### src/design/lob_pkg.sv
package lob_pkg;

   localparam int AMOUNT_W = 42;

   typedef enum logic [1:0] {
      OP_ADD    = 2'd0,
      OP_CANCEL = 2'd1,
      OP_MATCH  = 2'd2,
      OP_QUERY  = 2'd3
   } op_type;

   typedef enum logic [1:0] {
      KIND_TRADE  = 2'd0,
      KIND_DONE   = 2'd1,
      KIND_REPORT = 2'd2
   } kind_type;

   typedef enum logic [1:0] {
      STAT_OK   = 2'd0,
      STAT_MISS = 2'd1,
      STAT_FULL = 2'd2
   } status_type;

   typedef enum logic [4:0] {
      S_CLEAR,
      S_IDLE,
      S_ADD0,
      S_ADD1,
      S_ADD2,
      S_QUERY,
      S_REPORT,
      S_M0,
      S_M1,
      S_M2,
      S_C1,
      S_C2,
      S_C3,
      S_C4,
      S_C5,
      S_C6,
      S_SCAN0,
      S_SCAN1,
      S_DONE
   } state_type;

   typedef struct packed {
      op_type        operation;
      logic [31:0]   order_id;
      logic          side;
      logic [7:0]    price;
      logic [31:0]   quantity;
      logic [63:0]   timestamp;
   } req_item_type;

   typedef struct packed {
      req_item_type  item;
      logic          price_ok;
   } cmd_type;

   typedef struct packed {
      kind_type              kind;
      logic [31:0]           resting_id;
      logic [31:0]           aggressor_id;
      logic                  aggressor_side;
      logic [7:0]            level_price;
      logic [AMOUNT_W-1:0]   amount;
      logic [63:0]           trade_time;
      logic [31:0]           remaining_qty;
      status_type            status;
      logic                  last;
   } rsp_item_type;

endpackage

### src/design/lob_rsp_queue.sv
module lob_rsp_queue import lob_pkg::*; #(
   parameter int DEPTH = 4
) (
   input  logic         clock,
   input  logic         reset,
   input  logic         wr_en,
   input  rsp_item_type wr_data,
   output logic         wr_full,
   output logic         empty,
   input  logic         pop,
   output rsp_item_type rd_data
);

   localparam int AW = (DEPTH > 1) ? $clog2(DEPTH) : 1;

   rsp_item_type  mem_ff [DEPTH];
   logic [AW-1:0] wp_ff, wp_in, rp_ff, rp_in;
   logic [AW:0]   cnt_ff, cnt_in;
   logic          wr, rd;

   assign wr_full = (cnt_ff == (AW+1)'(DEPTH));
   assign empty = (cnt_ff == '0);
   assign rd_data = mem_ff[rp_ff];
   assign wr = wr_en && !wr_full;
   assign rd = pop && !empty;

   always_comb begin
      wp_in = wp_ff;
      rp_in = rp_ff;
      cnt_in = cnt_ff;
      if (wr) begin
         wp_in = (wp_ff == AW'(DEPTH-1)) ? '0 : wp_ff + 1'b1;
      end
      if (rd) begin
         rp_in = (rp_ff == AW'(DEPTH-1)) ? '0 : rp_ff + 1'b1;
      end
      if (wr && !rd) begin
         cnt_in = cnt_ff + 1'b1;
      end else if (rd && !wr) begin
         cnt_in = cnt_ff - 1'b1;
      end
   end

   always_ff @(posedge clock) begin
      if (reset) begin
         wp_ff <= '0;
         rp_ff <= '0;
         cnt_ff <= '0;
      end else begin
         wp_ff <= wp_in;
         rp_ff <= rp_in;
         cnt_ff <= cnt_in;
      end
   end

   always_ff @(posedge clock) begin
      if (wr) begin
         mem_ff[wp_ff] <= wr_data;
      end
   end

endmodule

### config.mk
export PLATFORM = sky130hd
export DESIGN_NAME = lob_rsp_queue
export DESIGN_NICKNAME = d
export VERILOG_FILES = /design/src/design/lob_pkg.sv /design/src/design/lob_rsp_queue.sv
export SDC_FILE = /design/constraint.sdc
export NUM_CORES = 1
export LEC_CHECK = 0
export ABC_AREA = 0
export BUFFER_PORTS_ARGS = -buffer_cell sky130_fd_sc_hd__buf_2
export CORE_MARGIN = 2
export CORE_UTILIZATION = 40
export DETAILED_ROUTE_END_ITERATION = 10
export GPL_ROUTABILITY_DRIVEN = 0
export SYNTH_ARGS = -nofsm -noshare
export SYNTH_HDL_FRONTEND = slang
export SYNTH_SLANG_ARGS = --single-unit
### constraint.sdc
create_clock -name clock -period 11.6 [get_ports clock]
set_input_delay 0 -clock clock [delete_from_list [all_inputs] [get_ports clock]]
set_output_delay 0 -clock clock [all_outputs]
set_load 0.005 [all_outputs]
# --- After elaboration in Yosys (flattened, before gate mapping) ---
# Memories as Yosys holds them, arrays and structs flattened. A register that Yosys moved wholly into a read port is not among the register bits.
# Cells that the tools add are included.
op_classes:
  muxes: 8
  eq_ne: 3
  reduce_logical: 10
  n_addsub: 4
ops:
  columns: ["op", "count"]
  rows:
  - ["2-bit two-way mux", 4]
  - ["3-bit two-way mux", 2]
  - ["2-bit by 1-bit adder with 2-bit output (second input constant)", 2]
  - ["2-bit == test (second input constant)", 2]
  - ["1-bit logical AND", 4]
  - ["1-bit zero test", 4]
  - ["3-bit by 1-bit adder with 3-bit output (second input constant)", 1]
  - ["3-bit == test (second input constant)", 1]
  - ["3-bit zero test", 1]
  - ["3-bit by 1-bit subtractor with 3-bit output (second input constant)", 1]
  - ["1-bit two-way mux", 2]
  - ["2-bit nonzero test", 1]
word_totals:
  ram_bits: 864
  ff_bits: 7
  memories: 1
  input_bits: 220
  output_inout_bits: 218
  word_cells: 29
mem_list:
  columns: ["memory", "depth", "word_bits", "read_ports", "rd_ports_with_merged_regs", "wr", "line_no", "text"]
  rows:
  - ["mem_ff", 4, 216, 1, 1, 1, "lob_rsp_queue.sv:16", "rsp_item_type mem_ff [DEPTH];"]

# --- Longest topological paths before layout ---
depth:
  ltp_word: 7
  mapped_depth: 10
  mapped_depth_nobuf: 9

# --- Worst setup path before layout ---
# OpenSTA, ideal clock, no wires.
synth_timing:
  path_type: "register to register"
  start: "register cnt_ff[0]"
  end: "memory mem_ff[0][0] in the netlist's numbering (enable)"
  setup_ns: 0.605
  t_arrival_ns: 5.734
  n_path_buf: 1
  required_time_ns: 10.995
  synth_period_minus_slack_ns: 6.339
  path_stages_with_launch: 4
  path_slack_ns: 5.261
  cell_sequence: "dfxtp_1 or3b_1 clkbuf_1 and3_1"
synth_between:
  elab_chain_len: 5
synth_rtl:
  columns: ["item", "line_no", "text"]
  rows:
  - ["start, declared", "lob_rsp_queue.sv:18", "logic [AW:0] cnt_ff, cnt_in;"]
  - ["start signal, assigned", "lob_rsp_queue.sv:52", "cnt_ff <= cnt_in;"]
  - ["3-bit == test", "lob_rsp_queue.sv:21", "assign wr_full = (cnt_ff == (AW+1)'(DEPTH));"]
  - ["1-bit zero test", "lob_rsp_queue.sv:24", "assign wr = wr_en && !wr_full;"]
  - ["1-bit logical AND", "lob_rsp_queue.sv:24", null]
  - ["1-bit two-way mux", "lob_rsp_queue.sv:57", "if (wr) begin"]
  - ["1-bit two-way mux (implied by the code)", "lob_rsp_queue.sv:58", "mem_ff[wp_ff] <= wr_data;"]
  - ["end, declared", "lob_rsp_queue.sv:16", null]
# No other way between the ends.

==> results.json <==
{
  "synthTopCellsByArea": "edfxtp_1, mux4_2, buf_6",
  "cpPeakStageDelay_ps": 990,
  "yosys.area_share.simple_pct": 0.269,
  "dieHeight_um": 285,
  "placementRows": 103,
  "syn_nets": 1405,
  "fin_crit_ps": 4020,
  "period_share_pct": 34.6,
  "grt_pass1_vias": 16200,
  "drive_gt1_share_pct": 41.2,
  "path_buf_inv": 3,
  "synthMuxAreaShare_pct": 15.4,
  "crit_type": "register to output pin",
  "slew_headroom_pct": 26.6,
  "seq_power_share_pct": 47.0,
  "multi_input_area_um2": 5150,
  "p_int_w": 0.00631,
  "tightest_slew_ps": 1100,
  "antenna_left": 0,
  "cts.htree.levels": 3,
  "synth_warnings": 0,
  "drc": 0,
  "cts.path.max_buffers": 3,
  "drv_slew": 0,
  "yosys_register_bits": 873,
  "syn_inst": 1178,
  "final_cells": 3025,
  "grtUsageTotal_pct": 15.6,
  "vdd_drop_max_mv": 0.153,
  "end_kind": "output pin",
  "grtUsageMet1_pct": 19.4,
  "met2_usage_pct": 26.5,
  "netlist_top_cells_count": "edfxtp_1, mux4_2, buf_2",
  "synth_fa_ha_area_share_pct": 0.301,
  "vias": 14900,
  "nFillCells": 6293,
  "hold_viol": 0,
  "dpl.hpwl_um": 37600,
  "seq_area_um2": 26100,
  "final_nets": 2125,
  "drt-pass1-iter-count": 4,
  "clock_latency_ps": 630,
  "grt.busiest_layer": "met2",
  "cts-buffers-inserted": 91,
  "fmax_ghz": 0.249,
  "hp-class": "input pin to register",
  "drtIter0Drc": 904,
  "cts_resized": 0,
  "start_kind": "register",
  "synth-main-ff-cell": "edfxtp_1",
  "slowest_stage": "dfxtp_4",
  "cts_tree": "done",
  "clock_sinks": 873,
  "fp.dieW_um": 285,
  "yosysSeqAreaShare_pct": 82.6,
  "cp_common_cell": "buf_4",
  "status": "finished, final reports clean",
  "leakage_nw": 13.5,
  "p_per_area_nw_per_um2": 208,
  "met3_usage_pct": 4.28,
  "worstPathArrival_ps": 4020,
  "synth_top_area_share_pct": 82.1,
  "clockPowerShare_pct": 34.6,
  "antenna_found_initial": 3,
  "synth_top_family_by_area": "multiplexers",
  "power_frac_comb_pct": 18.4,
  "post-synth-top-count-cell": "edfxtp_1",
  "synth_xor_area_share_pct": 0.0554,
  "synthArstFlopShare_pct": 0,
  "setup_viol": 0,
  "dp_cells": 2635,
  "synth.distinct_cells": 24,
  "synth-compound-area-share_pct": 0.142,
  "crit_path_max_fanout": 45,
  "p_switching_w": 0.00203,
  "ios": 438,
  "synth_edf_count": 864,
  "grt_start_max_net_pins": 71,
  "crit_chain": "buf_4, buf_4, mux4_2, buf_2",
  "wl_um": 63300,
  "power_switching_share_pct": 24.4,
  "critical_path_required_ps": 11600,
  "syn_area_per_cell_um2": 26.8,
  "clock_skew_ps": 34.8,
  "coreArea_um2": 78600,
  "cts_root_buffer": "clkbuf_16",
  "rsz0062_at_grt": "no",
  "fin_setup_tns_ps": 0,
  "path_clk_slew_ps": 60,
  "port_buffers": 437,
  "start_util_pct": 40.2,
  "overflow": 0,
  "cap_violations": 0,
  "critPathTopFamily": "buffers and inverters",
  "area_growth_pct": 27.1,
  "grt_pass1_wl_um": 96900,
  "routedWlPerCell_um": 20.9,
  "die_area_um2": 81300,
  "viasPerCell": 4.92,
  "yosysTopAreaCell": "edfxtp_1",
  "netlist_area_um2": 31600
}
[through the flow]
step	hold slack, ps	cell area, um^2	utilization (%)	worst slack, ps	total power [W]
finish	106	40200	51.1	7580	0.00834
global route	85.0	40200	51.1	7110	0.00871
CTS	50.5	40200	51.1	7310	0.00848
detailed placement	216	34900	44.5	7900	0.00552
global placement	210	34900	44.5	7940	0.00549
floorplan	98.9	31600	-	5260	0.00493
[logic make-up (layout without fill, tap and decap cells)]
family	after synthesis	in the layout
flip-flops	873	873
multiplexers	218	218
buffers and inverters	55	850
AND/OR/NAND/NOR	16	16
adder cells (fa/ha/maj)	7	7
AO/OA/AOI/OAI	7	7
XOR/XNOR	2	2
other	0	2
[power groups by stage]
stage / registers (W) / clock network [W] / logic, W
4_1_cts: 0.00393 / 0.00296 / 0.00159
5_1_grt: 0.00396 / 0.00308 / 0.00167
2_1_floorplan: 0.00399 / 0 / 0.000935
6_report: 0.00392 / 0.00288 / 0.00154
3_3_place_gp: 0.00398 / 0 / 0.00151
3_5_place_dp: 0.00399 / 0 / 0.00152
[final cells by class]
class                   instances  area share (%)
flip-flops and latches        873            65.0
multi-input cells             250            12.8
repair buffers                677            11.3
clock buffers                 119            6.14
well taps                    1050            3.27
clock inverters                49            1.38
inverters                       5          0.0467
diodes                          2          0.0125
[cells in the final DEF (no fill, tap or decap), types with 6 or more instances in the layout]
master         instances
ha_1                   6
buf_4                 20
dlygate4sd3_1        220
clkinv_2              16
clkbuf_1              23
dfxtp_1                7
clkinv_1              14
edfxtp_1             864
buf_2                437
bufinv_16              9
clkbuf_16             94
mux4_2               216
[sequential cells by signal, summed over array words and instances (netlist names), named ones only]
register,count
cnt_ff,3
rp_ff,2
mem_ff,864
wp_ff,2
[path summary, 6_finish.rpt]
kind,start,slack (ps),to,depth (start not counted)
worst max-delay path,register,7580,rd_data[205],4
worst min-delay path,wr_data[2],110,mem_ff[2][2],2
worst max register to register,cnt_ff[0],8000,mem_ff[2][162],4
worst min register to register,rp_ff[0],490,register,2
[per-layer routing]
layer  part of all wire, %  vias to the layer above
met3                   6.7                       95
met5                     0                        -
li1                      -                     6578
met4                   2.3                        0
met2                    51                      410
met1                    40                     7794
[repair_timing]
action | CTS | global route
hold endpoints to repair | 873 | 0
endpoints found under the setup margin | 0 | 0
hold buffers | 220 | 0
buffers inserted | 0 | 0
No activity file was read; power rests on OpenSTA's default activity.
